## src/rtl/lru_page_replacement_core_assert.svh

```systemverilog
// Assertion macros shared by the page replacement core.
`ifndef LRU_PAGE_REPLACEMENT_CORE_ASSERT_SVH
`define LRU_PAGE_REPLACEMENT_CORE_ASSERT_SVH

// Same-cycle implication, checked on every clock edge out of reset.
`define LRUPR_ASSERT_SAME(name, ante, cons, msg) \
  name: assert property (@(posedge clk_i) disable iff (!rst_ni) (ante) |-> (cons)) \
    else $error(msg);

// Next-cycle implication.
`define LRUPR_ASSERT_NEXT(name, ante, cons, msg) \
  name: assert property (@(posedge clk_i) disable iff (!rst_ni) (ante) |=> (cons)) \
    else $error(msg);

`endif

```

## src/rtl/lrupr_pkg.sv

```systemverilog
`default_nettype none

package lrupr_pkg;

  localparam int PAGES_DEF      = 64;
  localparam int STAMP_BITS_DEF = 32;

  localparam int PAGE_W    = 6;
  localparam int ACT_W     = 2;
  localparam int FREE_W    = 7;
  localparam int CFG_IDX_W = 2;
  localparam int CFG_W     = 7;

  localparam logic [ACT_W-1:0] ACT_TOUCH = 2'd0;
  localparam logic [ACT_W-1:0] ACT_FILL  = 2'd1;
  localparam logic [ACT_W-1:0] ACT_FAULT = 2'd2;
  localparam logic [ACT_W-1:0] ACT_NONE  = 2'd3;

  localparam logic [CFG_IDX_W-1:0] CFG_PREPAGING = 2'd0;
  localparam logic [CFG_IDX_W-1:0] CFG_INIT_FREE = 2'd1;

  // Commands from the controller to the datapath.
  typedef struct packed {
    logic latch;
    logic decode;
    logic scan_clr;
    logic scan_en;
    logic evict1;
    logic evict2;
    logic prefetch;
    logic finish;
  } dp_cmd_t;

  // Status from the datapath to the controller.
  typedef struct packed {
    logic item_ok;
    logic is_fault;
    logic prepaging;
    logic scan_done;
  } dp_sts_t;

endpackage

`default_nettype wire

```

## src/rtl/lrupr_ram.sv

```systemverilog
`default_nettype none

module lrupr_ram #(
  parameter int WIDTH = 32,
  parameter int DEPTH = 64
) (
  input  wire                      clk_i,
  input  wire                      we_i,
  input  wire  [$clog2(DEPTH)-1:0] waddr_i,
  input  wire  [WIDTH-1:0]         wdata_i,
  input  wire                      re_i,
  input  wire  [$clog2(DEPTH)-1:0] raddr_i,
  output logic [WIDTH-1:0]         rdata_o
);

  logic [WIDTH-1:0] mem_q [DEPTH];

  always_ff @(posedge clk_i) begin
    if (we_i) begin
      mem_q[waddr_i] <= wdata_i;
    end
    if (re_i) begin
      rdata_o <= mem_q[raddr_i];
    end
  end

endmodule

`default_nettype wire

```

## src/rtl/lrupr_ctrl.sv

```systemverilog
`default_nettype none

module lrupr_ctrl (
  input  wire                     clk_i,
  input  wire                     rst_ni,
  input  wire                     start_i,
  input  wire lrupr_pkg::dp_sts_t sts_i,
  output lrupr_pkg::dp_cmd_t      cmd_o,
  output logic                    busy_o,
  output logic                    done_o
);

  import lrupr_pkg::*;

  localparam logic [2:0] S_IDLE   = 3'd0;
  localparam logic [2:0] S_DECODE = 3'd1;
  localparam logic [2:0] S_SCAN1  = 3'd2;
  localparam logic [2:0] S_EVICT1 = 3'd3;
  localparam logic [2:0] S_SCAN2  = 3'd4;
  localparam logic [2:0] S_EVICT2 = 3'd5;
  localparam logic [2:0] S_PREF   = 3'd6;
  localparam logic [2:0] S_DONE   = 3'd7;

  logic [2:0] state_q, state_d;

  always_comb begin
    state_d = state_q;
    cmd_o   = '0;
    busy_o  = 1'b1;
    done_o  = 1'b0;
    unique case (state_q)
      S_IDLE: begin
        busy_o = 1'b0;
        if (start_i) begin
          cmd_o.latch = 1'b1;
          state_d     = S_DECODE;
        end
      end
      S_DECODE: begin
        cmd_o.scan_clr = 1'b1;
        cmd_o.decode   = 1'b1;
        if (sts_i.item_ok && sts_i.is_fault) begin
          state_d = S_SCAN1;
        end else begin
          state_d = S_DONE;
        end
      end
      S_SCAN1: begin
        cmd_o.scan_en = 1'b1;
        if (sts_i.scan_done) begin
          state_d = S_EVICT1;
        end
      end
      S_EVICT1: begin
        cmd_o.evict1   = 1'b1;
        cmd_o.scan_clr = 1'b1;
        state_d        = sts_i.prepaging ? S_SCAN2 : S_DONE;
      end
      S_SCAN2: begin
        cmd_o.scan_en = 1'b1;
        if (sts_i.scan_done) begin
          state_d = S_EVICT2;
        end
      end
      S_EVICT2: begin
        cmd_o.evict2 = 1'b1;
        state_d      = S_PREF;
      end
      S_PREF: begin
        cmd_o.prefetch = 1'b1;
        state_d        = S_DONE;
      end
      S_DONE: begin
        cmd_o.finish = 1'b1;
        done_o       = 1'b1;
        state_d      = S_IDLE;
      end
      default: begin
        state_d = S_IDLE;
      end
    endcase
  end

  always_ff @(posedge clk_i or negedge rst_ni) begin
    if (!rst_ni) begin
      state_q <= S_IDLE;
    end else begin
      state_q <= state_d;
    end
  end

endmodule

`default_nettype wire

```

## src/rtl/lrupr_dp.sv

```systemverilog
`default_nettype none

module lrupr_dp #(
  parameter int STAMP_BITS = lrupr_pkg::STAMP_BITS_DEF
) (
  input  wire                                 clk_i,
  input  wire                                 rst_ni,
  input  wire lrupr_pkg::dp_cmd_t             cmd_i,
  output lrupr_pkg::dp_sts_t                  sts_o,
  input  wire  [lrupr_pkg::ACT_W-1:0]         action_i,
  input  wire  [lrupr_pkg::PAGE_W-1:0]        page_index_i,
  input  wire                                 cfg_we_i,
  input  wire  [lrupr_pkg::CFG_IDX_W-1:0]     cfg_index_i,
  input  wire  [lrupr_pkg::CFG_W-1:0]         cfg_data_i,
  output logic                                evicted_valid_o,
  output logic [lrupr_pkg::PAGE_W-1:0]        evicted_index_o,
  output logic                                second_evicted_valid_o,
  output logic [lrupr_pkg::PAGE_W-1:0]        second_evicted_index_o,
  output logic                                prefetched_valid_o,
  output logic [lrupr_pkg::PAGE_W-1:0]        prefetched_index_o
);

  import lrupr_pkg::*;

  localparam int PAGES = PAGES_DEF;
  localparam int IDX_W = $clog2(PAGES);
  localparam int CNT_W = $clog2(PAGES + 1);

  logic [PAGES-1:0]      valid_q, valid_d;
  logic [STAMP_BITS-1:0] clock_q;
  logic [FREE_W-1:0]     free_q, free_d;
  logic                  prepaging_q;

  logic [ACT_W-1:0]      act_q;
  logic [IDX_W-1:0]      pg_q;
  logic                  ok_q;

  // Scan pipeline: read issue, then compare in the next cycle.
  logic [CNT_W-1:0]      addr_q;
  logic                  rd_vld_q;
  logic [IDX_W-1:0]      rd_idx_q;
  logic                  issue;
  logic [STAMP_BITS-1:0] rdata;

  logic                  found_q;
  logic [IDX_W-1:0]      best_q;
  logic [STAMP_BITS-1:0] best_stamp_q;
  logic                  pf_found_q;
  logic [IDX_W-1:0]      pf_idx_q;

  logic                  ev_v_q, sev_v_q, pf_v_q;
  logic [IDX_W-1:0]      ev_i_q, sev_i_q, pf_i_q;

  logic                  in_ok;
  logic                  sec_ev;
  logic                  sec_first;
  logic                  ram_we;
  logic [IDX_W-1:0]      ram_waddr;

  assign in_ok = (action_i != ACT_NONE) &&
                 ({{(32-PAGE_W){1'b0}}, page_index_i} < 32'(PAGES));

  assign issue = cmd_i.scan_en && (addr_q != CNT_W'(PAGES));

  // A second victim is taken only when no frame is free at that point.
  assign sec_ev    = (free_q == '0) && found_q;
  assign sec_first = sec_ev && (best_q > pg_q) && (!pf_found_q || (best_q < pf_idx_q));

  assign sts_o.item_ok   = ok_q;
  assign sts_o.is_fault  = (act_q == ACT_FAULT);
  assign sts_o.prepaging = prepaging_q;
  assign sts_o.scan_done = (addr_q == CNT_W'(PAGES)) && !rd_vld_q;

  always_comb begin
    ram_we    = 1'b0;
    ram_waddr = pg_q;
    if (cmd_i.decode && ok_q && (act_q != ACT_FAULT)) begin
      ram_we = 1'b1;
    end
    if (cmd_i.evict1) begin
      ram_we = 1'b1;
    end
    if (cmd_i.evict2 && sec_ev) begin
      ram_we    = 1'b1;
      ram_waddr = best_q;
    end
    if (cmd_i.prefetch && pf_v_q) begin
      ram_we    = 1'b1;
      ram_waddr = pf_i_q;
    end
  end

  lrupr_ram #(
    .WIDTH (STAMP_BITS),
    .DEPTH (PAGES)
  ) u_stamp_ram (
    .clk_i   (clk_i),
    .we_i    (ram_we),
    .waddr_i (ram_waddr),
    .wdata_i (clock_q),
    .re_i    (issue),
    .raddr_i (addr_q[IDX_W-1:0]),
    .rdata_o (rdata)
  );

  always_comb begin
    valid_d = valid_q;
    free_d  = free_q;
    if (cfg_we_i && (cfg_index_i == CFG_INIT_FREE)) begin
      free_d = cfg_data_i[FREE_W-1:0];
    end
    if (cmd_i.decode && ok_q && (act_q == ACT_FILL) && !valid_q[pg_q]) begin
      valid_d[pg_q] = 1'b1;
      if (free_q != '0) begin
        free_d = free_q - FREE_W'(1);
      end
    end
    if (cmd_i.evict1) begin
      // Clear the victim first: a faulting page that is its own victim ends valid.
      if (found_q) begin
        valid_d[best_q] = 1'b0;
      end
      valid_d[pg_q] = 1'b1;
    end
    if (cmd_i.evict2) begin
      if (sec_ev) begin
        valid_d[best_q] = 1'b0;
      end
      if (free_q == '0) begin
        free_d = FREE_W'(1);
      end
    end
    if (cmd_i.prefetch && pf_v_q) begin
      valid_d[pf_i_q] = 1'b1;
      if (free_q != '0) begin
        free_d = free_q - FREE_W'(1);
      end
    end
  end

  always_ff @(posedge clk_i or negedge rst_ni) begin
    if (!rst_ni) begin
      valid_q     <= '0;
      clock_q     <= '0;
      free_q      <= '0;
      prepaging_q <= 1'b0;
      ok_q        <= 1'b0;
      act_q       <= ACT_NONE;
      addr_q      <= '0;
      rd_vld_q    <= 1'b0;
      found_q     <= 1'b0;
      pf_found_q  <= 1'b0;
      ev_v_q      <= 1'b0;
      sev_v_q     <= 1'b0;
      pf_v_q      <= 1'b0;
    end else begin
      valid_q <= valid_d;
      free_q  <= free_d;
      if (cfg_we_i && (cfg_index_i == CFG_PREPAGING)) begin
        prepaging_q <= cfg_data_i[0];
      end
      if (cmd_i.latch) begin
        act_q   <= action_i;
        ok_q    <= in_ok;
        ev_v_q  <= 1'b0;
        sev_v_q <= 1'b0;
        pf_v_q  <= 1'b0;
      end
      if (cmd_i.finish && ok_q && (clock_q != '1)) begin
        clock_q <= clock_q + STAMP_BITS'(1);
      end
      rd_vld_q <= issue;
      if (cmd_i.scan_clr) begin
        addr_q     <= '0;
        found_q    <= 1'b0;
        pf_found_q <= 1'b0;
      end else begin
        if (issue) begin
          addr_q <= addr_q + CNT_W'(1);
        end
        if (rd_vld_q) begin
          if (valid_q[rd_idx_q] && (!found_q || (rdata < best_stamp_q))) begin
            found_q <= 1'b1;
          end
          if (!valid_q[rd_idx_q] && (rd_idx_q > pg_q) && !pf_found_q) begin
            pf_found_q <= 1'b1;
          end
        end
      end
      if (cmd_i.evict1) begin
        ev_v_q <= found_q;
      end
      if (cmd_i.evict2) begin
        sev_v_q <= sec_ev;
        pf_v_q  <= sec_first || pf_found_q;
      end
    end
  end

  // Payload registers.
  always_ff @(posedge clk_i) begin
    if (cmd_i.latch) begin
      pg_q    <= IDX_W'(page_index_i);
      ev_i_q  <= '0;
      sev_i_q <= '0;
      pf_i_q  <= '0;
    end
    rd_idx_q <= addr_q[IDX_W-1:0];
    if (!cmd_i.scan_clr && rd_vld_q) begin
      if (valid_q[rd_idx_q] && (!found_q || (rdata < best_stamp_q))) begin
        best_q       <= rd_idx_q;
        best_stamp_q <= rdata;
      end
      if (!valid_q[rd_idx_q] && (rd_idx_q > pg_q) && !pf_found_q) begin
        pf_idx_q <= rd_idx_q;
      end
    end
    if (cmd_i.evict1) begin
      ev_i_q <= found_q ? best_q : '0;
    end
    if (cmd_i.evict2) begin
      sev_i_q <= sec_ev ? best_q : '0;
      if (sec_first) begin
        pf_i_q <= best_q;
      end else if (pf_found_q) begin
        pf_i_q <= pf_idx_q;
      end else begin
        pf_i_q <= '0;
      end
    end
  end

  assign evicted_valid_o        = ev_v_q;
  assign evicted_index_o        = PAGE_W'(ev_i_q);
  assign second_evicted_valid_o = sev_v_q;
  assign second_evicted_index_o = PAGE_W'(sev_i_q);
  assign prefetched_valid_o     = pf_v_q;
  assign prefetched_index_o     = PAGE_W'(pf_i_q);

endmodule

`default_nettype wire

```

## src/rtl/lru_page_replacement_core.sv

```systemverilog
// Touch, fill and unused actions: the controller goes from decode straight to the done_o pulse.
// A fault scans the stamp RAM once, one page a cycle, before done_o.
// With prepaging a second full scan follows before done_o.
// One item at a time; busy_o stays high until the cycle after the done_o pulse.
// Reset (rst_ni low, asynchronous) clears all valid bits, the use clock and the control registers.
// The result word is held from done_o until the next start is accepted; the receiver cannot stall it.
`default_nettype none

module lru_page_replacement_core #(
  parameter int STAMP_BITS = lrupr_pkg::STAMP_BITS_DEF
) (
  input  wire                              clk_i,
  input  wire                              rst_ni,
  input  wire                              start_i,
  output logic                             busy_o,
  input  wire  [lrupr_pkg::ACT_W-1:0]      action_i,
  input  wire  [lrupr_pkg::PAGE_W-1:0]     page_index_i,
  input  wire                              cfg_valid_i,
  output logic                             cfg_ready_o,
  input  wire  [lrupr_pkg::CFG_IDX_W-1:0]  cfg_index_i,
  input  wire  [lrupr_pkg::CFG_W-1:0]      cfg_data_i,
  output logic                             done_o,
  output logic                             evicted_valid_o,
  output logic [lrupr_pkg::PAGE_W-1:0]     evicted_index_o,
  output logic                             second_evicted_valid_o,
  output logic [lrupr_pkg::PAGE_W-1:0]     second_evicted_index_o,
  output logic                             prefetched_valid_o,
  output logic [lrupr_pkg::PAGE_W-1:0]     prefetched_index_o
);

  import lrupr_pkg::*;

  `include "lru_page_replacement_core_assert.svh"

  dp_cmd_t cmd;
  dp_sts_t sts;
  logic    cfg_we;

  assign cfg_ready_o = !busy_o;
  assign cfg_we      = cfg_valid_i && cfg_ready_o;

  lrupr_ctrl u_ctrl (
    .clk_i   (clk_i),
    .rst_ni  (rst_ni),
    .start_i (start_i),
    .sts_i   (sts),
    .cmd_o   (cmd),
    .busy_o  (busy_o),
    .done_o  (done_o)
  );

  lrupr_dp #(
    .STAMP_BITS (STAMP_BITS)
  ) u_dp (
    .clk_i                  (clk_i),
    .rst_ni                 (rst_ni),
    .cmd_i                  (cmd),
    .sts_o                  (sts),
    .action_i               (action_i),
    .page_index_i           (page_index_i),
    .cfg_we_i               (cfg_we),
    .cfg_index_i            (cfg_index_i),
    .cfg_data_i             (cfg_data_i),
    .evicted_valid_o        (evicted_valid_o),
    .evicted_index_o        (evicted_index_o),
    .second_evicted_valid_o (second_evicted_valid_o),
    .second_evicted_index_o (second_evicted_index_o),
    .prefetched_valid_o     (prefetched_valid_o),
    .prefetched_index_o     (prefetched_index_o)
  );

  `LRUPR_ASSERT_NEXT(a_start_busy, start_i && !busy_o, busy_o, "accepted word did not raise busy")
  `LRUPR_ASSERT_NEXT(a_done_idle, done_o, !busy_o && !done_o, "no return to idle after result")
  `LRUPR_ASSERT_SAME(a_done_busy, done_o, busy_o, "result strobe outside an item")
  `LRUPR_ASSERT_SAME(a_second_fault, done_o && second_evicted_valid_o, sts.prepaging,
                     "second eviction without prepaging")

endmodule

`default_nettype wire
```

## config.mk

```make
export PLATFORM = sky130hd
export DESIGN_NAME = lru_page_replacement_core
export DESIGN_NICKNAME = d
export VERILOG_FILES = /design/src/rtl/lrupr_pkg.sv /design/src/rtl/lrupr_ram.sv /design/src/rtl/lrupr_ctrl.sv /design/src/rtl/lrupr_dp.sv /design/src/rtl/lru_page_replacement_core.sv
export VERILOG_INCLUDE_DIRS = /design/src /design/src/rtl
export SDC_FILE = /design/constraint.sdc
export NUM_CORES = 2
export LEC_CHECK = 0
export BUFFER_PORTS_ARGS = -buffer_cell sky130_fd_sc_hd__buf_4
export CORE_ASPECT_RATIO = 1.75
export CORE_UTILIZATION = 35
export DETAILED_ROUTE_END_ITERATION = 8
export PLACE_DENSITY = 0.53
export SLEW_MARGIN = 15
export SYNTH_ARGS = -nofsm -noshare
export SYNTH_HDL_FRONTEND = slang
export SYNTH_HIERARCHICAL = 1
export SYNTH_SLANG_ARGS = --single-unit
```

## constraint.sdc

```tcl
create_clock -name clk_i -period 5.7 [get_ports clk_i]
set_input_delay 0 -clock clk_i [delete_from_list [all_inputs] [get_ports clk_i]]
set_output_delay 0 -clock clk_i [all_outputs]
set_load 0.05 [all_outputs]
```

==> metrics.cfg <==
[yosys]
ys_top_cells_by_count=edfxtp_1 (2148), mux4_2 (571), nor2_1 (186), dfrtp_1 (121), nand2_1 (115)
synth_nets=4448
post_synth.cell_area_avg_um2=20.5
synth_seq_area_share=0.753
ys_top_cells_by_area=edfxtp_1 (72%), mux4_2 (14%), dfrtp_1 (3.4%)
synth_edf_count=2148
synth.distinct_cells=76
synth_top_cell_area_share=0.718
synth_seq_cells=2277
yosysTopAreaCell=edfxtp_1
synthArstFlopShare=0.0540
synth_area_mm2=0.0899
ys_warn_count=6
synthCells=4375
synth_ff_type=edfxtp_1
synth_most_common_cell=edfxtp_1

[critical_path]
startpoint_type=flop
crit_path_max_fanout=25
critical_path.endpoint_type=flop
critPathCapture=u_dp/u_stamp_ram/mem_q[6][31]$_DFFE_PP_
worstPathArrival_ps=5570
worstRegToRegCells=11
cp-startpoint=u_dp/free_q[0]$_DFF_PN0_
r2r_end=u_dp/u_stamp_ram/mem_q[6][31]$_DFFE_PP_
reg2reg_slack_ps=680
critical_path_required_ps=6240
regToRegStartpoint=u_dp/free_q[0]$_DFF_PN0_
crit_type=reg2reg

[worst_hold_path]
min_path_type=in2reg

[finish]
syn2layout_area_growth_pct=14.3
final_nets=4691
post-route-util=0.403
drive_gt1_frac=0.255

[global_routing]
grt_overflow=0
grt_pass1_wl_um=364000
antenna_found_initial=10
grt_start_max_net_pins=103
grt_pass1_vias=46901
grt_usage=0.200

[floorplan]
rows=245
start_util=0.353
die_y_um=672
die_area_mm2=0.259
die_x_um=385
core_area_mm2=0.255
ios=45

[sta]
drv_slew=0
fmax_ghz=0.199
worst_pin_slew_ps=1280
grt_setup_unrepaired=no
period_share=0.881
final_hold_viol_count=0
setup_tns_ps=0
min_period_ps=5020
setup_viol=0
relSlewSlack=0.145
fin_skew_ps=58.1

[power]
power_leakage_nw=32.8
clkPwrFrac=0.313
power_mw=44.4
netSwitchingPower_mw=12.9
power.density_mw_per_mm2=432
pwr-share-seq=0.450
vdd_drop_max_uv=278
power.internal_mw=31.4
swShare=0.292
p_comb_frac=0.237

[route]
ant_nets=0
viasPerCell=5.56
route.detailed.wl_per_inst_um=32.0
drt_iter0_drc=4382
drc=0
drt-pass1-iter-count=8
drt-total-wl_um=260000
via_count=45128

[clocking]
clkSinkCount=2277
cts_buffers=202
cts_setup_buffers=0
clock_latency_ps=860
cts_tree=done
clk_pin_slew_worst_paths_ps=70
cts-root-buf=clkbuf_16
h-tree-depth=4
ctsLongestPathBuffers=4

[flow_run]
drv_cap=0

[run_status]
outcome=finished, final reports clean

[placement]
portBuffers=44
place_hpwl_um=163000
gp_congestion=0.943

## worst min-delay path by stage
stage | startpoint | slack [ps] | to | cells past startpoint
2_1_floorplan | rst_ni | -300 | u_ctrl/state_q[0]$_DFFE_PN0P_ | 0
3_3_place_gp | rst_ni | 120 | u_dp/valid_q[10]$_DFF_PN0_ | 1
3_5_place_dp | rst_ni | 130 | u_dp/valid_q[0]$_DFF_PN0_ | 1
4_1_cts | cfg_index_i[0] | 8 | u_dp/prepaging_q$_DFFE_PN0P_ | 4
5_1_grt | cfg_index_i[0] | 80 | u_dp/prepaging_q$_DFFE_PN0P_ | 4
6_report | cfg_index_i[0] | 80 | u_dp/prepaging_q$_DFFE_PN0P_ | 4
## through the flow
step / setup slack (ps) / cells / instance area (µm²) / hold WS [ps]
2_1_floorplan: 427 / 4375 / 89900 / -296
3_3_place_gp: 729 / 7700 / 95700 / 121
3_5_place_dp: 643 / 7700 / 95700 / 128
4_1_cts: 624 / 8106 / 103000 / 8.11
5_1_grt: 308 / 8108 / 103000 / 82.2
6_report: 679 / 8114 / 103000 / 84.2
## flip-flops by register name (all words and copies together) (netlist names), 2 cells and up
name	flops
u_dp/u_stamp_ram/mem_q	2048
u_dp/valid_q	64
u_dp/best_stamp_q	32
u_dp/clock_q	32
u_dp/u_stamp_ram/rdata_o	32
u_dp/addr_q	7
u_dp/free_q	7
u_dp/best_q	6
u_dp/evicted_index_o	6
u_dp/pf_idx_q	6
u_dp/pg_q	6
u_dp/prefetched_index_o	6
u_dp/rd_idx_q	6
u_dp/second_evicted_index_o	6
u_ctrl/state_q	3
u_dp/act_q	2
## timing repair
item / in CTS / in global routing
resized for setup: 0 / 0
hold endpoints to repair: 79 / 0
hold buffers: 47 / 0
## per-layer routing
layer  track usage  up-vias  part of all wire
li1              -    18712                 -
met1         0.217    24356              0.34
met2         0.366     1491              0.54
met3        0.0228      569             0.043
met4         0.129        0             0.076
met5             0        -                 0
## cell families (layout without fill, tap and decap cells)
family,Yosys count,count (layout),synth area share
simple gates,516,516,0.0279
flops,2277,2277,0.753
compound gates,505,505,0.0363
other cells,0,7,0
mux,692,692,0.157
fa+ha+maj,52,52,0.00724
buf+inv,296,694,0.0152
xor+xnor,37,37,0.00361
## worst max-delay path, stage by stage, from the launching register on
cell	delay [ps]
dfrtp_1	410
inv_1	70
ha_1	170
or3b_1	440
nor4_4	170
and2_1	500
and3_1	340
a21oi_1	90
a21oi_1	710
nand3_1	510
nor2_4	950
buf_4	330
## power by group through the flow
stage | sequential [mW] | clock [mW] | combinational, mW
3_5_place_dp | 20.3 | 0 | 10.6
5_1_grt | 20.0 | 14.7 | 11.0
4_1_cts | 20.0 | 14.2 | 10.7
2_1_floorplan | 20.0 | 0 | 6.76
3_3_place_gp | 20.3 | 0 | 10.5
6_report | 20.0 | 13.9 | 10.5
## final cells by class
class | instances | area, µm²
Inverter | 59 | 221
Multi-Input combinational cell | 1802 | 21300
Fill cell | 22347 | 152000
Antenna cell | 7 | 17.5
Tap cell | 3334 | 4170
Timing Repair Buffer | 276 | 2670
Clock buffer | 241 | 5280
Sequential cell | 2277 | 67800
Clock inverter | 118 | 1250
## layout by cell type, fill, tap and decap left out, types with 11 or more instances in the layout
master | Yosys | layout
nor3_1 | 22 | 19
ha_1 | 52 | 52
a22oi_1 | 12 | 12
dfrtp_1 | 121 | 85
nand3b_1 | 15 | 15
clkbuf_1 | 107 | 35
nand3_1 | 33 | 33
xnor2_1 | 26 | 26
mux4_2 | 571 | 571
or3_1 | 12 | 12
nor2_1 | 186 | 124
edfxtp_1 | 2148 | 2148
dlygate4sd3_1 | 0 | 46
bufinv_16 | 0 | 27
nor2b_1 | 31 | 31
nand2_1 | 115 | 115
nor2_4 | 0 | 62
xor2_1 | 11 | 11
o221ai_1 | 92 | 92
clkbuf_16 | 0 | 205
buf_12 | 0 | 37
clkinv_1 | 0 | 40
clkinv_2 | 0 | 39
buf_4 | 31 | 192
o22ai_1 | 85 | 85
and3_1 | 24 | 24
a21o_1 | 13 | 13
o21ai_0 | 78 | 78
dfrtp_4 | 0 | 17
nand2b_1 | 15 | 14
inv_1 | 57 | 57
o21ai_1 | 68 | 68
dfrtp_2 | 0 | 19
nand4_1 | 19 | 19
a21oi_1 | 95 | 95
mux2i_1 | 109 | 109
No activity file was read; power rests on OpenSTA's default activity.
